--- src/rtl/rma_pkg.sv ---
`timescale 1ns / 1ps
// ----------------------------------------------------------------------------
// rma_pkg
// Shared sizes, beat types and control groups of the ring moving average.
// ----------------------------------------------------------------------------
package rma_pkg;

    localparam int WINDOW      = 16;
    localparam int SAMPLE_BITS = 24;

    localparam int IDX_BITS   = $clog2(WINDOW);
    localparam int COUNT_BITS = $clog2(WINDOW + 1);
    localparam int SUM_BITS   = SAMPLE_BITS + $clog2(WINDOW);
    localparam int CNT_BITS   = $clog2(SUM_BITS);

    // Command codes carried in the cmd field of an input beat.
    localparam logic CMD_PUSH  = 1'b0;
    localparam logic CMD_CLEAR = 1'b1;

    typedef struct packed {
        logic                          cmd;
        logic signed [SAMPLE_BITS-1:0] sample;
    } t_in_item;

    typedef struct packed {
        logic signed [SAMPLE_BITS-1:0] average;
        logic [COUNT_BITS-1:0]         samples_used;
    } t_out_item;

    typedef struct packed {
        logic                rd_en;
        logic                wr_en;
        logic                clr;
        logic [IDX_BITS-1:0] addr;
    } t_ring_ctl;

    typedef struct packed {
        logic busy;
        logic done;
    } t_div_stat;

endpackage

--- src/rtl/ring_moving_average.sv ---
`timescale 1ns / 1ps
// ----------------------------------------------------------------------------
// ring_moving_average
// Boxcar moving average over the last WINDOW samples, kept in a ring memory.
// ----------------------------------------------------------------------------
// A push beat reads the entry it replaces from the registered ring memory, then
// writes the new sample, updates the running sum and starts a bit-serial
// divider. The state machine waits in ST_DIV for the divider's registered
// done flag, then ST_HOLD moves the quotient into the output register once
// that register is free. No new beat is accepted until the push has passed
// through ST_READ, ST_DIV and ST_HOLD back to ST_IDLE; a clear beat gives no
// result. The
// result sits in an output register, so the next beat can be taken while it
// waits. Reset and clear empty the ring at once through per-entry valid bits;
// there is no clearing pass.
module ring_moving_average
    import rma_pkg::*;
(
    input  logic      i_clk,
    input  logic      i_rst_n,
    input  logic      i_in_valid,
    output logic      o_in_ready,
    input  t_in_item  i_in_item,
    output logic      o_out_valid,
    input  logic      i_out_ready,
    output t_out_item o_out_item
);

    typedef enum logic [3:0] {
        ST_IDLE = 4'b0001,
        ST_READ = 4'b0010,
        ST_DIV  = 4'b0100,
        ST_HOLD = 4'b1000
    } t_state;

    t_state                        r_state, n_state;
    logic signed [SUM_BITS-1:0]    r_sum, n_sum;
    logic [IDX_BITS-1:0]           r_idx, n_idx;
    logic                          r_full, n_full;
    logic signed [SAMPLE_BITS-1:0] r_sample, n_sample;
    logic [COUNT_BITS-1:0]         r_count, n_count;
    logic                          r_out_valid, n_out_valid;
    t_out_item                     r_out, n_out;

    t_ring_ctl                     w_ring_ctl;
    logic signed [SAMPLE_BITS-1:0] w_old;
    logic                          w_div_start;
    t_div_stat                     w_div_stat;
    logic signed [SAMPLE_BITS-1:0] w_quotient;
    logic                          w_accept;
    logic                          w_out_free;
    logic                          w_wrap;
    logic signed [SUM_BITS-1:0]    w_new_sum;

    assign o_in_ready = (r_state == ST_IDLE);
    assign w_accept   = i_in_valid && o_in_ready;
    assign w_out_free = !r_out_valid || i_out_ready;
    assign w_wrap     = (r_idx == IDX_BITS'(WINDOW - 1));
    assign w_new_sum  = r_sum
                      - {{(SUM_BITS - SAMPLE_BITS){w_old[SAMPLE_BITS-1]}}, w_old}
                      + {{(SUM_BITS - SAMPLE_BITS){r_sample[SAMPLE_BITS-1]}}, r_sample};

    always_comb begin
        n_state     = r_state;
        n_sum       = r_sum;
        n_idx       = r_idx;
        n_full      = r_full;
        n_sample    = r_sample;
        n_count     = r_count;
        n_out_valid = r_out_valid;
        n_out       = r_out;
        w_div_start = 1'b0;

        w_ring_ctl       = '0;
        w_ring_ctl.addr  = r_idx;

        if (r_out_valid && i_out_ready) begin
            n_out_valid = 1'b0;
        end

        unique case (r_state)
            ST_IDLE: begin
                if (w_accept) begin
                    if (i_in_item.cmd == CMD_CLEAR) begin
                        w_ring_ctl.clr = 1'b1;
                        n_sum          = '0;
                        n_idx          = '0;
                        n_full         = 1'b0;
                    end else begin
                        w_ring_ctl.rd_en = 1'b1;
                        n_sample         = i_in_item.sample;
                        n_state          = ST_READ;
                    end
                end
            end
            ST_READ: begin
                w_ring_ctl.wr_en = 1'b1;
                w_div_start      = 1'b1;
                n_sum            = w_new_sum;
                n_idx            = w_wrap ? '0 : r_idx + IDX_BITS'(1);
                n_full           = r_full || w_wrap;
                n_count          = (r_full || w_wrap) ? COUNT_BITS'(WINDOW)
                                                      : COUNT_BITS'(r_idx) + COUNT_BITS'(1);
                n_state          = ST_DIV;
            end
            ST_DIV: begin
                if (w_div_stat.done) begin
                    n_state = ST_HOLD;
                end
            end
            ST_HOLD: begin
                if (w_out_free) begin
                    n_out_valid             = 1'b1;
                    n_out.average           = w_quotient;
                    n_out.samples_used      = r_count;
                    n_state                 = ST_IDLE;
                end
            end
            default: begin
                n_state = ST_IDLE;
            end
        endcase
    end

    always_ff @(posedge i_clk) begin
        if (!i_rst_n) begin
            r_state     <= ST_IDLE;
            r_sum       <= '0;
            r_idx       <= '0;
            r_full      <= 1'b0;
            r_out_valid <= 1'b0;
        end else begin
            r_state     <= n_state;
            r_sum       <= n_sum;
            r_idx       <= n_idx;
            r_full      <= n_full;
            r_out_valid <= n_out_valid;
        end
    end

    always_ff @(posedge i_clk) begin
        r_sample <= n_sample;
        r_count  <= n_count;
        r_out    <= n_out;
    end

    rma_ring u_ring (
        .i_clk     (i_clk),
        .i_rst_n   (i_rst_n),
        .i_ctl     (w_ring_ctl),
        .i_wr_data (r_sample),
        .o_rd_data (w_old)
    );

    rma_div u_div (
        .i_clk      (i_clk),
        .i_rst_n    (i_rst_n),
        .i_start    (w_div_start),
        .i_dividend (w_new_sum),
        .i_divisor  (n_count),
        .o_stat     (w_div_stat),
        .o_quotient (w_quotient)
    );

    assign o_out_valid = r_out_valid;
    assign o_out_item  = r_out;

    a_push_reads: assert property (@(posedge i_clk) disable iff (!i_rst_n)
        w_accept && i_in_item.cmd == CMD_PUSH |=> r_state == ST_READ)
        else $error("push beat did not start a ring read");

    a_clear_empties: assert property (@(posedge i_clk) disable iff (!i_rst_n)
        w_accept && i_in_item.cmd == CMD_CLEAR
        |=> r_sum == '0 && r_idx == '0 && !r_full && r_state == ST_IDLE)
        else $error("clear beat left filter state behind");

    a_div_runs: assert property (@(posedge i_clk) disable iff (!i_rst_n)
        r_state == ST_READ |=> w_div_stat.busy)
        else $error("divider not started after ring read");

    a_hold_idle_div: assert property (@(posedge i_clk) disable iff (!i_rst_n)
        r_state == ST_HOLD |-> !w_div_stat.busy)
        else $error("result taken while divider still busy");

    a_count_range: assert property (@(posedge i_clk) disable iff (!i_rst_n)
        r_out_valid |-> r_out.samples_used != '0
                        && r_out.samples_used <= COUNT_BITS'(WINDOW))
        else $error("samples_used out of range");

endmodule

--- src/rtl/rma_ring.sv ---
`timescale 1ns / 1ps
// ----------------------------------------------------------------------------
// rma_ring
// Sample ring: a single-port synchronous memory with one valid bit per entry.
// ----------------------------------------------------------------------------
module rma_ring
    import rma_pkg::*;
(
    input  logic                          i_clk,
    input  logic                          i_rst_n,
    input  t_ring_ctl                     i_ctl,
    input  logic signed [SAMPLE_BITS-1:0] i_wr_data,
    output logic signed [SAMPLE_BITS-1:0] o_rd_data
);

    logic signed [SAMPLE_BITS-1:0] r_mem [WINDOW];
    logic signed [SAMPLE_BITS-1:0] r_rd_data;
    logic [WINDOW-1:0]             r_vld;
    logic                          r_rd_vld;

    always_ff @(posedge i_clk) begin
        if (i_ctl.wr_en) begin
            r_mem[i_ctl.addr] <= i_wr_data;
        end
        if (i_ctl.rd_en) begin
            r_rd_data <= r_mem[i_ctl.addr];
        end
    end

    // Entries never written since reset or the last clear read as zero.
    always_ff @(posedge i_clk) begin
        if (!i_rst_n || i_ctl.clr) begin
            r_vld    <= '0;
            r_rd_vld <= 1'b0;
        end else begin
            if (i_ctl.wr_en) begin
                r_vld[i_ctl.addr] <= 1'b1;
            end
            if (i_ctl.rd_en) begin
                r_rd_vld <= r_vld[i_ctl.addr];
            end
        end
    end

    assign o_rd_data = r_rd_vld ? r_rd_data : '0;

endmodule

--- src/rtl/rma_div.sv ---
`timescale 1ns / 1ps
// ----------------------------------------------------------------------------
// rma_div
// Bit-serial restoring divider, one quotient bit per cycle, truncating
// toward zero.
// ----------------------------------------------------------------------------
module rma_div
    import rma_pkg::*;
(
    input  logic                          i_clk,
    input  logic                          i_rst_n,
    input  logic                          i_start,
    input  logic signed [SUM_BITS-1:0]    i_dividend,
    input  logic [COUNT_BITS-1:0]         i_divisor,
    output t_div_stat                     o_stat,
    output logic signed [SAMPLE_BITS-1:0] o_quotient
);

    logic                  r_busy;
    logic                  r_done;
    logic [CNT_BITS-1:0]   r_cnt;
    logic [SUM_BITS-1:0]   r_q;
    logic [COUNT_BITS-1:0] r_rem;
    logic [COUNT_BITS-1:0] r_div;
    logic                  r_neg;

    logic [SUM_BITS-1:0]   w_mag;
    logic [COUNT_BITS:0]   w_trial;
    logic [COUNT_BITS:0]   w_diff;
    logic                  w_ge;
    logic [SUM_BITS-1:0]   w_signed_q;

    assign w_mag   = i_dividend[SUM_BITS-1] ? (~i_dividend + SUM_BITS'(1)) : i_dividend;
    assign w_trial = {r_rem, r_q[SUM_BITS-1]};
    assign w_ge    = w_trial >= {1'b0, r_div};
    assign w_diff  = w_trial - {1'b0, r_div};

    always_ff @(posedge i_clk) begin
        if (!i_rst_n) begin
            r_busy <= 1'b0;
            r_done <= 1'b0;
        end else begin
            r_done <= 1'b0;
            if (i_start) begin
                r_busy <= 1'b1;
            end else if (r_busy && r_cnt == '0) begin
                r_busy <= 1'b0;
                r_done <= 1'b1;
            end
        end
    end

    // The dividend magnitude shifts out of the top of r_q while the
    // quotient bits shift in at the bottom.
    always_ff @(posedge i_clk) begin
        if (i_start) begin
            r_q   <= w_mag;
            r_rem <= '0;
            r_div <= i_divisor;
            r_neg <= i_dividend[SUM_BITS-1];
            r_cnt <= CNT_BITS'(SUM_BITS - 1);
        end else if (r_busy) begin
            r_q   <= {r_q[SUM_BITS-2:0], w_ge};
            r_rem <= w_ge ? w_diff[COUNT_BITS-1:0] : w_trial[COUNT_BITS-1:0];
            r_cnt <= r_cnt - CNT_BITS'(1);
        end
    end

    assign w_signed_q  = r_neg ? (SUM_BITS'(0) - r_q) : r_q;
    assign o_quotient  = w_signed_q[SAMPLE_BITS-1:0];
    assign o_stat.busy = r_busy;
    assign o_stat.done = r_done;

endmodule
--- config.mk ---
export PLATFORM = sky130hd
export DESIGN_NAME = ring_moving_average
export DESIGN_NICKNAME = d
export VERILOG_FILES = /design/src/rtl/rma_pkg.sv /design/src/rtl/ring_moving_average.sv /design/src/rtl/rma_ring.sv /design/src/rtl/rma_div.sv
export SDC_FILE = /design/constraint.sdc
export NUM_CORES = 1
export LEC_CHECK = 0
export BUFFER_PORTS_ARGS = -buffer_cell sky130_fd_sc_hd__buf_2
export CAP_MARGIN = 20
export CORE_MARGIN = 4
export CORE_UTILIZATION = 30
export DETAILED_ROUTE_END_ITERATION = 6
export PLACE_DENSITY_LB_ADDON = 0.25
export SETUP_SLACK_MARGIN = 0.05
export SLEW_MARGIN = 20
export SYNTH_ARGS = -nofsm -noshare
export SYNTH_HDL_FRONTEND = slang
export SYNTH_SLANG_ARGS = --single-unit
--- constraint.sdc ---
create_clock -name i_clk -period 13.89 [get_ports i_clk]
set_clock_uncertainty 0.15 [all_clocks]
set_input_delay 2.0835 -clock i_clk [delete_from_list [all_inputs] [get_ports i_clk]]
set_output_delay 2.0835 -clock i_clk [all_outputs]
set_load 0.05 [all_outputs]
==> results of run 1 <==
==> layer usage <==
layer  global-route usage  vias up  part of all wire  routed length [um]
li1                     -     6252                 -                   -
met4               0.0367        0             0.023                1370
met2                0.216      321              0.46               27400
met5                    0        -                 0                   0
met1                0.197     7079              0.47               28100
met3               0.0242       83             0.050                2970
==> logic make-up (layout without fill, tap and decap cells) <==
family,Yosys count,in the layout,share of synthesized area
adders and majority gates,68,68,0.0425
buffers and inverters,200,335,0.0322
AOI/OAI and AO/OA,216,216,0.0577
xor gates and xnor gates,78,78,0.0274
DFF,567,567,0.653
and+or+nand+nor,347,347,0.0705
muxes,133,133,0.116
==> per-stage QoR <==
step	worst slack (ps)	instances	total power, mW
after floorplan	8290	1609	2.09
after global placement	8670	2698	2.16
after detailed placement	8600	2698	2.17
after CTS	8570	2814	3.80
after global routing	8100	2814	3.90
final	8580	2814	3.75
==> layout make-up <==
type | instances | share of cell area
tap | 1070 | 0.0467
clock buffer | 84 | 0.0605
inverter | 128 | 0.0167
timing repair buffer | 91 | 0.0187
multi-input combinational | 842 | 0.278
clock inverter | 32 | 0.0109
sequential | 567 | 0.569
==> power groups by stage <==
stage	clock network [mW]	registers (mW)	logic, mW
floorplan	0	1.92	0.175
global placement	0	1.92	0.235
detailed placement	0	1.93	0.238
CTS	1.67	1.89	0.239
global route	1.74	1.89	0.266
finish	1.62	1.89	0.239
==> placed cells by master, fill, tap and decap left out, types with 11 or more instances in the layout <==
master,count
o21ai_0,56
buf_2,59
and2_1,33
inv_1,128
a21oi_1,46
a22oi_1,24
nand2_1,93
nor3_1,18
a21o_1,11
xnor2_1,58
buf_4,32
xor2_1,20
edfxtp_1,495
nand3_1,14
nor2_4,14
clkbuf_16,63
ha_1,40
nor2b_1,31
dfxtp_1,68
o31ai_1,13
clkbuf_1,13
nor2_1,71
fa_1,28
nand2b_1,12
mux4_2,125
clkinv_2,14
==> registers in the layout, summed over array words and instances (netlist names), 5 cells and up <==
signal,cells
u_ring.r_mem,384
r_sum,28
u_div.r_rem,5
u_div.r_cnt,5
u_ring.r_rd_data,24
u_ring.r_vld,16
r_count,5
u_div.r_q,28
u_div.r_div,5
o_out_item,29
r_sample,24
==> final timing paths <==
kind / startpoint / end / depth (start not counted)
setup / recovery: u_ring.r_rd_vld$_SDFFE_PP0P_ / u_div.r_q[22]$_DFFE_PP_ / 15
hold / removal: r_count[2]$_DFF_P_ / o_out_item[2]$_DFFE_PP_ / 0
setup reg to reg: u_ring.r_rd_vld$_SDFFE_PP0P_ / u_div.r_q[22]$_DFFE_PP_ / 15
hold reg to reg: r_count[2]$_DFF_P_ / o_out_item[2]$_DFFE_PP_ / 0
==> flow_summary.json, run 1 <==
{
  "drt_iter0_drc": 976,
  "syn2layout_area_growth_pct": 15.0,
  "async_flop_share": 0,
  "core_area_um2": 82200,
  "finalSetupTns_ps": 0,
  "slew_headroom": 0.308,
  "grt_pass1_wl_mm": 90.4,
  "ios": 60,
  "cap_violations": 0,
  "syn_area_um2": 25000,
  "critical-path-slowest-cell": "dfxtp_1",
  "seq_area_um2": 16300,
  "critical_path_class": "flip-flop to flip-flop",
  "hold_violations": 0,
  "route.detailed.drc": 0,
  "worst-path-buf-inv": 2,
  "fp.dieW_um": 296,
  "synth_common_cells": "edfxtp_1 (495), inv_1 (128), mux4_2 (125), nand2_1 (93), nor2_1 (85)",
  "ys_types": 77,
  "hp-class": "flip-flop to flip-flop",
  "end_kind": "flip-flop",
  "yosysTopAreaCell": "edfxtp_1",
  "p_clk_frac": 0.432,
  "cpMostUsedCell": "inv_1",
  "layout.nets": 1788,
  "vias_per_cell": 4.88,
  "clkSinkCount": 567,
  "ir_drop_v": 0.0000918,
  "syn_inst": 1609,
  "cts_tree": "done",
  "cts_setup_buffers": 0,
  "ys_ff_latch": 567,
  "dieArea_um2": 87900,
  "rsz0062_at_grt": "no",
  "cts_buffers": 61,
  "cp_data_arrival_time_ps": 5530,
  "io_buffers": 59,
  "place_hpwl_mm": 36.7,
  "drive_gt1_frac": 0.206,
  "path_max_fanout": 25,
  "cp_top_family": "compound AO/OA/AOI/OAI gates",
  "p_per_area_nw_per_um2": 131,
  "ys_warn_count": 0,
  "crit_chain": "and2_1, fa_1, inv_1, ha_1, a21oi_2, o22ai_1, or3_1, o211a_1, o2111ai_1, a21o_1, nand3_1, inv_1, o21ai_2, xnor2_1, mux2_2",
  "syn_nets": 1706,
  "critPathRequiredTime_ps": 14100,
  "grt_max_degree": 72,
  "n_fill_cell": 7865,
  "period_minus_slack_ps": 5310,
  "start_util": 0.303,
  "critPathMaxStageDelay_ps": 820,
  "grt_overflow": 0,
  "antenna_found_initial": 0,
  "std_cell_rows": 105,
  "drt_first_pass_iters": 5,
  "synth-edff-count": 495,
  "hold_buffers": 0,
  "r2r_slack_ps": 8580,
  "syn_area_per_cell_um2": 15.5,
  "clk_latency_ps": 640,
  "internal_power_mw": 2.90,
  "totalWireLength_mm": 59.9,
  "place_area_um2": 26600,
  "multi_input_area_um2": 7980,
  "place.gp.congestion": 0.841,
  "netSwitchingFraction": 0.226,
  "hold-worst-slack_ps": 282,
  "finalSetupViolCount": 0,
  "netlist.area_leader.share": 0.596,
  "worstMarginPinSlew_ps": 1040,
  "first_global_vias": 14000,
  "fin_crit_sh": 0.382,
  "ant_nets": 0,
  "ctsResizeCount": 0,
  "status": "finished, final reports clean",
  "route.vias.total": 13700,
  "clockRootBuffer": "clkbuf_16",
  "synth.most_common_cell": "edfxtp_1",
  "htreeDepth": 2,
  "yosysSeqAreaShare": 0.653,
  "p_sw_mw": 0.848,
  "fmax_ghz": 0.188,
  "p_seq_frac": 0.504,
  "clk_path_buf_depth": 3,
  "path_clk_slew_ps": 60,
  "wire_per_inst_um": 21.3,
  "fin_area_um2": 28700,
  "combPwrFrac": 0.064,
  "p_leak_nw": 9.49,
  "diodes": 0,
  "finalCoreUtilization": 0.349,
  "die_h_um": 296,
  "grt_usage": 0.137,
  "ys.flop_type": "edfxtp_1",
  "drv_slew": 0,
  "cp-start-kind": "flip-flop",
  "yosys-top-cells-area": "edfxtp_1 (60%), mux4_2 (11%), dfxtp_1 (5.8%), fa_1 (2.2%), xnor2_1 (2.0%)"
}
Note: power is estimated with default switching activity, not from simulation.
==> run 2: changes to the inputs <==
Settings changed: ABC_AREA set to 1.
Clock period 13.89 ns to 4.3 ns, I/O delays scaled along.
==> run 2 against run 1 <==
Compared with the run above: sequential cell count unchanged; register-to-register slack worse by 8200 ps; clock power rose to 3.4 times the previous value; critical endpoint is now u_div.r_q[26]$_DFFE_PP_.
==> flow_summary.json, run 2 <==
{
  "status": "finished, final reports clean",
  "start_util": 0.302,
  "ios": 60,
  "diodes": 0,
  "netlist.area_leader.share": 0.577,
  "cts_setup_buffers": 0,
  "dieArea_um2": 90600,
  "critical-path-slowest-cell": "edfxtp_1",
  "p_sw_mw": 9.09,
  "cp-start-kind": "flip-flop",
  "syn_area_per_cell_um2": 10.2,
  "final_cell_count_no_fill": 3803,
  "route.detailed.drc": 0,
  "vias_per_cell": 4.86,
  "crit_chain": "inv_1, fa_1, inv_1, ha_1, nand2_1, nor2_1, inv_1, nor3_2, nand2_1, nand3_1, nand2_2, nor2_1, nand3_1, nor2_1, nand3_1, a21oi_1, nor2_1",
  "mostFrequentLayoutCells": "edfxtp_1 (495), nand2_1 (470), nor2_1 (349), inv_1 (271), o21ai_0 (230)",
  "slew_headroom": 0.275,
  "core_area_um2": 85100,
  "async_flop_share": 0,
  "grt_usage": 0.165,
  "rsz0062_at_grt": "no",
  "combPwrFrac": 0.411,
  "die_h_um": 301,
  "worstMarginPinSlew_ps": 1090,
  "hold_violations": 0,
  "critical_path_class": "flip-flop to flip-flop",
  "place_hpwl_mm": 45.9,
  "drive_gt1_frac": 0.111,
  "end_kind": "flip-flop",
  "netSwitchingFraction": 0.414,
  "p_per_area_nw_per_um2": 733,
  "cts_buffers": 66,
  "synth-edff-count": 495,
  "drt_iter0_drc": 1541,
  "hold_depth": 1,
  "fin_crit_sh": 0.908,
  "drt_first_pass_iters": 5,
  "path_depth": 17,
  "synth_common_cells": "edfxtp_1 (495), nand2_1 (470), nor2_1 (367), inv_1 (275), o21ai_0 (230)",
  "yosysSeqAreaShare": 0.633,
  "p_clk_frac": 0.248,
  "worst-path-buf-inv": 3,
  "ctsResizeCount": 0,
  "place.gp.congestion": 0.891,
  "hold-worst-slack_ps": 69.5,
  "layout.nets": 2704,
  "setup_slack_ps": 394,
  "io_buffers": 59,
  "p_leak_nw": 11.3,
  "regMostFlops": "u_ring.r_mem",
  "first_global_vias": 18100,
  "htreeDepth": 3,
  "fp.dieW_um": 301,
  "p_seq_frac": 0.341,
  "finalCoreUtilization": 0.352,
  "clkSinkCount": 567,
  "finalSetupViolCount": 0,
  "grt_pass1_wl_mm": 113,
  "totalWireLength_mm": 75.3,
  "syn_nets": 2613,
  "critPathRequiredTime_ps": 4500,
  "syn2layout_area_growth_pct": 16.3,
  "cap_violations": 0,
  "post-place-ws_ps": 466,
  "cp_top_family": "simple AND/OR/NAND/NOR gates",
  "dpl.cell_count": 3683,
  "syn_inst": 2516,
  "yosys-top-cells-area": "edfxtp_1 (58%), nand2_1 (6.8%), dfxtp_1 (5.6%), nor2_1 (5.3%), o21ai_0 (4.5%)",
  "ys.flop_type": "edfxtp_1",
  "path_max_fanout": 17,
  "largest_reg_flops": 384,
  "critPathMaxStageDelay_ps": 650,
  "final_common_cell": "edfxtp_1",
  "fmax_ghz": 0.256,
  "yosysTopAreaCell": "edfxtp_1",
  "drv_slew": 0,
  "internal_power_mw": 12.9,
  "cp_data_arrival_time_ps": 4110,
  "antenna_found_initial": 2,
  "finalSetupTns_ps": 0,
  "wire_per_inst_um": 19.8,
  "period_minus_slack_ps": 3910,
  "grt_overflow": 0,
  "cts_tree": "done",
  "ys_ff_latch": 567,
  "ys_types": 46,
  "clockRootBuffer": "clkbuf_16",
  "clk_path_buf_depth": 3,
  "clk_latency_ps": 600,
  "path_clk_slew_ps": 60,
  "n_fill_cell": 8596,
  "std_cell_rows": 107,
  "r2r_cells": 17,
  "ir_drop_v": 0.000358,
  "ant_nets": 0,
  "syn_area_um2": 25800,
  "grt_max_degree": 167,
  "ys_warn_count": 0,
  "hold_buffers": 0,
  "route.vias.total": 18500,
  "hp-class": "input pin to flip-flop",
  "synth.most_common_cell": "edfxtp_1",
  "cpMostUsedCell": "nor2_1"
}
-- run 2: cell count changes after synthesis, moves of 39 or more --
cell      previous run  this run
nand2_1             93       470
mux4_2             125         0
nor2_1              85       367
xnor2_1             58        11
inv_1              128       275
clkbuf_1            49        88
o22ai_1              2       114
nand3_1             14        74
o21ai_0             56       230
-- run 2: area by class of cell --
| cell class | count | area [um2] | area share |
|---|---|---|---|
| Tap cell | 1144 | 1430 | 0.0478 |
| Sequential cell | 567 | 16300 | 0.545 |
| Clock inverter | 30 | 273 | 0.00911 |
| Clock buffer | 90 | 1840 | 0.0616 |
| Multi-Input combinational cell | 1567 | 8140 | 0.272 |
| Inverter | 281 | 1060 | 0.0354 |
| Timing Repair Buffer | 124 | 896 | 0.0299 |
-- run 2: per-stage QoR --
stage	instance area (um2)	total power, mW
floorplan	25800	13.7
global placement	27800	16.5
detailed placement	27800	16.5
CTS	30000	22.0
global route	30000	23.5
finish	30000	21.9
-- run 2: routing by layer --
| layer | GRT usage | share of wire | vias up |
|---|---|---|---|
| met4 | 0.0564 | 0.034 | 2 |
| met2 | 0.262 | 0.45 | 536 |
| li1 | - | - | 8745 |
| met1 | 0.228 | 0.46 | 9068 |
| met5 | 0 | 0.000093 | - |
| met3 | 0.0286 | 0.055 | 113 |
-- run 2: power groups by stage --
stage | combinational, mW | sequential, mW | clock, mW
after CTS | 8.97 | 7.49 | 5.58
final | 9.01 | 7.49 | 5.45
after floorplan | 6.01 | 7.67 | 0
after detailed placement | 8.94 | 7.60 | 0
after global placement | 8.87 | 7.60 | 0
after global routing | 10.1 | 7.53 | 5.82
-- run 2: logic make-up (layout without fill, tap and decap cells) --
| logic type | Yosys count | after routing | synth area share |
|---|---|---|---|
| AOI/OAI and AO/OA | 443 | 443 | 0.0936 |
| buffers and inverters | 382 | 525 | 0.0563 |
| adders and majority gates | 68 | 68 | 0.0412 |
| DFF | 567 | 567 | 0.633 |
| xor gates and xnor gates | 35 | 35 | 0.0119 |
| and+or+nand+nor | 1021 | 1021 | 0.164 |
-- run 2: final timing paths --
kind / startpoint / to / slack (ps)
max: r_sample[12]$_DFFE_PP_ / u_div.r_q[26]$_DFFE_PP_ / 390
min: i_in_item[6] / r_sample[6]$_DFFE_PP_ / 70
max reg2reg: r_sample[12]$_DFFE_PP_ / u_div.r_q[26]$_DFFE_PP_ / 390
min reg2reg: r_count[0]$_DFF_P_ / o_out_item[0]$_DFFE_PP_ / 290
-- run 2: worst register-to-register path: stages, from the launching register on --
cell	delay [ps]
edfxtp_1	650
inv_1	160
fa_1	530
inv_1	40
ha_1	360
nand2_1	120
nor2_1	130
inv_1	100
nor3_2	290
nand2_1	150
nand3_1	100
nand2_2	100
nor2_1	180
nand3_1	120
nor2_1	120
nand3_1	130
a21oi_1	150
nor2_1	60
